File: src/hdl/pbht_pkg.sv
// Shared types and constants for the polyline box hit test.
`default_nettype none
package pbht_pkg;

	localparam int COORD_W = 32;

	typedef logic signed [COORD_W-1:0] coord_t;

	typedef struct packed {
		coord_t x;
		coord_t y;
		coord_t z;
	} point_t;

	// Commands from the controller to the datapath.
	typedef struct packed {
		logic load;       // capture current vertex, test it
		logic face_start; // load pt1/pt2 for the selected face
		logic bis_step;   // one bisection step
		logic commit;     // store current vertex as previous
		logic [1:0] axis;
		logic side;
	} pbht_cmd_t;

	// Status from the datapath to the controller.
	typedef struct packed {
		logic cur_inside;
		logic prev_valid;
		logic face_ok;    // face has area and segment straddles its plane
		logic mid_inside;
	} pbht_sts_t;

	localparam logic [1:0] AXIS_X = 2'd0;
	localparam logic [1:0] AXIS_Y = 2'd1;
	localparam logic [1:0] AXIS_Z = 2'd2;

	localparam logic [2:0] REG_X_MIN = 3'd0;
	localparam logic [2:0] REG_X_MAX = 3'd1;
	localparam logic [2:0] REG_Y_MIN = 3'd2;
	localparam logic [2:0] REG_Y_MAX = 3'd3;
	localparam logic [2:0] REG_Z_MIN = 3'd4;
	localparam logic [2:0] REG_Z_MAX = 3'd5;

endpackage
`default_nettype wire

File: src/hdl/pbht_datapath.sv
// Datapath: box registers, previous vertex, bisection points and face tests.
`default_nettype none
module pbht_datapath
	import pbht_pkg::*;
(
	input  wire logic      clk,
	input  wire logic      arst_n,
	input  wire logic      cfg_we,
	input  wire logic [2:0] cfg_idx,
	input  wire coord_t    cfg_data,
	output coord_t         cfg_rdata,
	input  wire logic [2:0] cfg_ridx,
	input  wire point_t    in_pt,
	input  wire logic      in_start,
	input  wire pbht_cmd_t cmd,
	output pbht_sts_t      sts
);

	coord_t lo_q [3];
	coord_t hi_q [3];
	point_t prev_q, cur_q, p1_q, p2_q;
	logic prev_valid_q, start_q;

	always_ff @(posedge clk or negedge arst_n) begin
		if (!arst_n) begin
			for (int k = 0; k < 3; k++) begin
				lo_q[k] <= '0;
				hi_q[k] <= '0;
			end
			prev_q <= '0;
			prev_valid_q <= 1'b0;
		end else begin
			if (cfg_we) begin
				case (cfg_idx)
					REG_X_MIN: lo_q[0] <= cfg_data;
					REG_X_MAX: hi_q[0] <= cfg_data;
					REG_Y_MIN: lo_q[1] <= cfg_data;
					REG_Y_MAX: hi_q[1] <= cfg_data;
					REG_Z_MIN: lo_q[2] <= cfg_data;
					REG_Z_MAX: hi_q[2] <= cfg_data;
					default: ;
				endcase
			end
			if (cmd.commit) begin
				prev_q <= cur_q;
				prev_valid_q <= 1'b1;
			end
		end
	end

	always_comb begin
		case (cfg_ridx)
			REG_X_MIN: cfg_rdata = lo_q[0];
			REG_X_MAX: cfg_rdata = hi_q[0];
			REG_Y_MIN: cfg_rdata = lo_q[1];
			REG_Y_MAX: cfg_rdata = hi_q[1];
			REG_Z_MIN: cfg_rdata = lo_q[2];
			REG_Z_MAX: cfg_rdata = hi_q[2];
			default:   cfg_rdata = '0;
		endcase
	end

	function automatic logic inside_f(point_t p, coord_t l0, coord_t h0, coord_t l1,
		coord_t h1, coord_t l2, coord_t h2);
		return (p.x >= l0) && (p.x <= h0) && (p.y >= l1) && (p.y <= h1)
			&& (p.z >= l2) && (p.z <= h2);
	endfunction

	// Signs are -1, 0, +1 relative to the plane; the product is <= 0 when
	// either is zero or they differ.
	function automatic logic meets_f(coord_t a, coord_t b, coord_t pl);
		logic agt, alt, bgt, blt;
		agt = a > pl;
		alt = a < pl;
		bgt = b > pl;
		blt = b < pl;
		return !((agt && bgt) || (alt && blt));
	endfunction

	function automatic coord_t half_f(coord_t a, coord_t b);
		logic signed [COORD_W:0] s;
		s = {a[COORD_W-1], a} + {b[COORD_W-1], b};
		return s[COORD_W:1];
	endfunction

	function automatic coord_t pick_f(point_t p, logic [1:0] ax);
		case (ax)
			AXIS_X:  return p.x;
			AXIS_Y:  return p.y;
			default: return p.z;
		endcase
	endfunction

	point_t mid;
	coord_t plane, c1, c2, cm;
	logic area_ok;

	always_comb begin
		mid.x = half_f(p1_q.x, p2_q.x);
		mid.y = half_f(p1_q.y, p2_q.y);
		mid.z = half_f(p1_q.z, p2_q.z);
		case (cmd.axis)
			AXIS_X:  begin
				plane = cmd.side ? hi_q[0] : lo_q[0];
				area_ok = (hi_q[1] != lo_q[1]) && (hi_q[2] != lo_q[2]);
			end
			AXIS_Y:  begin
				plane = cmd.side ? hi_q[1] : lo_q[1];
				area_ok = (hi_q[2] != lo_q[2]) && (hi_q[0] != lo_q[0]);
			end
			default: begin
				plane = cmd.side ? hi_q[2] : lo_q[2];
				area_ok = (hi_q[0] != lo_q[0]) && (hi_q[1] != lo_q[1]);
			end
		endcase
		c1 = pick_f(p1_q, cmd.axis);
		c2 = pick_f(p2_q, cmd.axis);
		cm = pick_f(mid, cmd.axis);
		sts.cur_inside = inside_f(cur_q, lo_q[0], hi_q[0], lo_q[1], hi_q[1], lo_q[2],
			hi_q[2]);
		sts.mid_inside = inside_f(mid, lo_q[0], hi_q[0], lo_q[1], hi_q[1], lo_q[2],
			hi_q[2]);
		sts.prev_valid = prev_valid_q && !start_q;
		sts.face_ok = area_ok && meets_f(pick_f(prev_q, cmd.axis),
			pick_f(cur_q, cmd.axis), plane);
	end

	always_ff @(posedge clk) begin
		if (cmd.load) begin
			cur_q <= in_pt;
			start_q <= in_start;
		end
		if (cmd.face_start) begin
			p1_q <= prev_q;
			p2_q <= cur_q;
		end else if (cmd.bis_step) begin
			if (meets_f(c1, cm, plane))
				p2_q <= mid;
			else if (meets_f(c2, cm, plane))
				p1_q <= mid;
		end
	end

endmodule
`default_nettype wire

File: config.mk
export PLATFORM = sky130hd
export DESIGN_NAME = pbht_datapath
export DESIGN_NICKNAME = d
export VERILOG_FILES = /design/src/hdl/pbht_pkg.sv /design/src/hdl/pbht_datapath.sv
export SDC_FILE = /design/constraint.sdc
export NUM_CORES = 2
export LEC_CHECK = 0
export ABC_AREA = 0
export BUFFER_PORTS_ARGS = -buffer_cell sky130_fd_sc_hd__buf_4
export CAP_MARGIN = 20
export CORE_MARGIN = 5
export CORE_UTILIZATION = 50
export DETAILED_ROUTE_END_ITERATION = 10
export GPL_ROUTABILITY_DRIVEN = 0
export GPL_TIMING_DRIVEN = 0
export PLACE_DENSITY = 0.74
export SYNTH_ARGS = -nofsm -noshare
export SYNTH_HDL_FRONTEND = slang
export SYNTH_SLANG_ARGS = --single-unit
File: constraint.sdc
create_clock -name clk -period 13 [get_ports clk]
set_clock_uncertainty 0.05 [all_clocks]
set_input_delay 2.6 -clock clk [delete_from_list [all_inputs] [get_ports clk]]
set_output_delay 2.6 -clock clk [all_outputs]
set_load 0.005 [all_outputs]
[Word level (Yosys, flattened, before mapping)]
Index checks and enable logic that the tools add are counted.
W data, S select, Z words.
Cells by class
  reductions and logical operators: 39
  add/subtract/negate cells: 3
  mux-type cells: 18
  equal/unequal tests: 16
  $lt $le $gt $ge: 22
Operator list (count)
  $mux W96: 7
  $pmux W32 S2: 6
  $ge A32 B32 Y1: 6
  $le A32 B32 Y1: 6
  $pmux W32 S6: 1
  $gt A32 B32 Y1: 5
  $lt A32 B32 Y1: 5
  $add A32 B32 Y33: 3
  $mux W32: 3
  $ne A32 B32 Y1: 3
  $logic_and A1 B1 Y1: 21
  $reduce_and A2 Y1: 7
  $eq A3 B2 Y1 const B: 4
  $eq A3 B3 Y1 const B: 4
  $eq A3 B1 Y1 const B: 2
  $logic_not A3 Y1: 2
  $ne A2 B2 Y1 const B: 2
  $reduce_bool A2 Y1: 2
  $logic_or A1 B1 Y1: 3
  $reduce_and A3 Y1: 1
  $eq A2 B1 Y1 const B: 1
  $logic_not A1 Y1: 2
  $logic_not A2 Y1: 1
  $pmux W1 S2: 1
Storage, ports and cells
  flip-flop bits (word level): 578
  input port bits: 145
  word-level logic and storage cells: 118

[Longest topological paths before layout]
  depth in word-level cells: 9
  mapped depth: 22

[Worst setup path before layout]
No wires, ideal clock.
  path type: input to register
  from: input port cmd[0] (netlist bit)
  to: register p2_q[0] (netlist bit) (enable)
  path buffers: 2
  setup slack: 1.872 ns
  stages on the path: 14
  setup time: 0.571 ns
  data arrival time: 10.507 ns
  cells stage by stage: clkbuf_1 -> buf_1 -> mux4_2 -> a21oi_1 -> ha_1 -> a21o_1 -> nand3_1 -> a21oi_1 -> a2111oi_0 -> o31ai_1 -> a21oi_1 -> mux2i_1 -> mux2i_1 -> o21bai_1
Between the ends
  cells in the longest elaborated chain, start to end: 7
  elaborated cells on any way between the ends: 13
  classes of those cells: order compare: 4; eq/ne: 1; mux: 4; reduce/logical: 4
Ends and longest elaborated chain
  start: declaration: line pbht_datapath.sv:15  | input wire pbht_cmd_t cmd,
  $mux W32 (on tied branches): line pbht_datapath.sv:112, pbht_datapath.sv:104, pbht_datapath.sv:108
  $pmux W32 S2 *: line pbht_datapath.sv:102  | case (cmd.axis)
  $gt A32 B32 Y1 (tied with other cells): line pbht_datapath.sv:73  | agt = a > pl;
  $logic_and A1 B1 Y1: line pbht_datapath.sv:77  | return !((agt && bgt) || (alt && blt));
  $logic_or A1 B1 Y1 *: line pbht_datapath.sv:77
  $ne A2 B2 Y1 (no line) *
  $reduce_and A2 Y1 (no line) *
  end signal: assignment: line pbht_datapath.sv:135  | p2_q <= cur_q;
  end signal: assignment: line pbht_datapath.sv:138  | p2_q <= mid;
  end: declaration: line pbht_datapath.sv:21  | point_t prev_q, cur_q, p1_q, p2_q;
Every way passes the cells marked *; elsewhere a longest branch is shown, timed or not.
A chain may end at the register's enable or synchronous reset.

==> results.toml <==
[floorplan]
die_y_um = 312
ioPinCount = 181
fp.dieW_um = 312
initial_utilization = 0.506
die-area_um2 = 97500
rows = 110
coreArea_um2 = 90300

[worst_setup_path]
end_kind = "primary output"
path_max_fanout = 10
reg2reg_slack_ns = 4.30
cp.required_ns = 10.35
worstPathArrival_ns = 10.13
worstRegToRegCells = 20
cp-endpoint = "sts[1]"
r2r-start = "p1_q[1]"
crit_start = "cmd[2]"
reg2reg_to = "p1_q[93]"
cp-start-kind = "input port"
critPathKind = "in2out"

[sta]
slew_headroom = 0.108
setup_slack_ns = 0.215
fin_tns_setup_ns = 0
drv_slew = 0
rsz0062_at_grt = "no"
finalSetupViolCount = 0
post-route-min-period_ns = 12.78
fmax_mhz = 78.2
worst_pin_slew_ns = 1.33
fin_crit_sh = 0.983
hold_viol = 0

[power_and_ir_drop]
powerDensity_nw_per_um2 = 318
leakage_nw = 23.0
irDropWorstVdd_uv = 165

[clock_tree]
postCtsSetupBuffers = 0
cts_tree = "yes"
ctsResizeCount = 0
h-tree-depth = 2
numCtsBuffers = 61
clkTransAtPathRegs_ns = 0.07
cts_root_buf = "clkbuf_16"
cts_max_path_buffers = 3
cts_hold_buf = 0
clkLatencyLatePin_ns = 0.70
cts.sinks = 578

[flow_run]
maxCapViolCount = 0

[synth]
ys.warnings.count = 0
post_synth_instance_area_um2 = 45700
synth-edff-count = 289
synth.area.mux_share = 0.0958
ys_seq_elements = 578
yosysMostFrequentCell = "ha_1"
ys_top_cells_by_area = "edfxtp_1, ha_1, dfrtp_1"
synth_top_area_share = 0.190
synth_ff_type = "edfxtp_1"
synth_fa_ha_area_frac = 0.176
synth_xor_area_frac = 0.0336
synthCells = 4739
synthSimpleGateAreaFrac = 0.120
syn-num-nets = 5524
synth_top_area_cell = "edfxtp_1"
synthArstFlopShare = 0.500
synth_compound_area_frac = 0.186
netlist_top_cells_count = "ha_1, nand2_1, o21ai_0"
synth_top_family_by_area = "compound AO/OA/AOI/OAI gates"
ys_types = 89
syn_area_per_cell_um2 = 9.64
ys_seq_area_frac = 0.348

[layout]
fillCellCount = 7831
finalNetCount = 5774
fin_area_um2 = 50900
areaGrowthSynthToFinish_pct = 11.4
layout-drive-gt1-share = 0.106
instances_no_fill = 6226

[routing]
drt-total-wl_um = 191000
avgRoutedWirePerCell_um = 30.7
routed-via-count = 43330
vias_per_cell = 6.96
drt-initial-drc-count = 7290
antenna_left = 0
drc = 0
firstDrtPassIters = 7

[global_routing]
grt_pass1_vias = 41269
grt_first_pass_wirelength_um = 269000
grtUsageTotal = 0.374
antenna_found_initial = 14
grt_max_degree = 122
grt_overflow = 0

[placed_design]
placed_area_um2 = 48700
placedCellCount = 6097
place_ws_ns = 1.04
portBuffers = 173
dpl.hpwl_um = 153000

[hold_path]
min_path_type = "reg2reg"

[outcome]
status = "finished, final reports clean"
flip-flops by register name (all words and copies together), names as in the netlist:
register and flops:
prev_valid_q 1, hi_q 96, p1_q 96, prev_q 96
lo_q 96, p2_q 96, start_q 1, cur_q 96
layout make-up:
type / instances / area, µm² / area share
diodes: 10 / 25.0 / 0.000492
plain buffers: 190 / 722 / 0.0142
clock inverters: 32 / 420 / 0.00826
flip-flops and latches: 578 / 15900 / 0.313
clock buffers: 82 / 1710 / 0.0335
inverters: 293 / 1100 / 0.0216
repair buffers: 187 / 1560 / 0.0307
well taps: 1176 / 1470 / 0.0289
multi-input cells: 3678 / 28000 / 0.550
critical path, stage by stage:
cell	delay (ns)
clkbuf_1	0.49
clkbuf_1	0.41
inv_1	0.20
clkbuf_1	0.64
buf_1	0.96
nor2_1	0.12
a21oi_1	0.89
ha_1	0.27
nand4_1	0.29
nor4_1	0.97
o21ai_0	0.52
a41oi_1	0.78
o21ai_0	0.18
a31oi_1	0.55
buf_4	0.23
cell usage in the layout (no fill, tap or decap), types with 175 or more instances in the layout:
cell type / netlist / layout
inv_1: 293 / 293
edfxtp_1: 289 / 289
dfrtp_1: 289 / 289
a21o_1: 268 / 267
mux2i_1: 176 / 176
nand2_1: 461 / 461
a21oi_1: 297 / 297
buf_4: 0 / 175
o21ai_0: 458 / 458
ha_1: 637 / 637
worst min path at each step:
stage	from	endpoint	slack [ns]	depth (start not counted)
after floorplan	prev_valid_q	prev_valid_q	0.38	1
after global placement	prev_valid_q	prev_valid_q	0.40	1
after detailed placement	prev_valid_q	prev_valid_q	0.40	1
after CTS	prev_valid_q	prev_valid_q	0.42	1
after global routing	prev_valid_q	prev_valid_q	0.43	1
final	prev_valid_q	prev_valid_q	0.42	1
per-stage QoR:
step                      hold WS (ns)  total power [W]   util
after floorplan                  0.381           0.0100      -
after global placement           0.398           0.0132  0.536
after detailed placement         0.405           0.0136  0.539
after CTS                        0.420           0.0155  0.563
after global routing             0.434           0.0170  0.563
final                            0.416           0.0162  0.564
power by group:
group / total [W] / internal [W] / switching (W)
Sequential: 0.00331 / 0.00271 / 0.000603
Combinational: 0.0110 / 0.00395 / 0.00701
Clock: 0.00188 / 0.00108 / 0.000802
kinds of logic after synthesis:
family	count (synthesis)
compound gates	1356
xor+xnor	175
fa+ha+maj	640
buf+inv	483
flops	578
mux	376
simple gates	1131
routing by layer:
layer  vias to the layer above  wire, µm  global-route usage
met4                         2     20700               0.313
met2                      3758     76800               0.540
met3                      1039     28000               0.122
met5                         -         9            0.000494
li1                      18102         -                   -
met1                     20429     65800               0.453
Power figures use the tool's default switching activity.
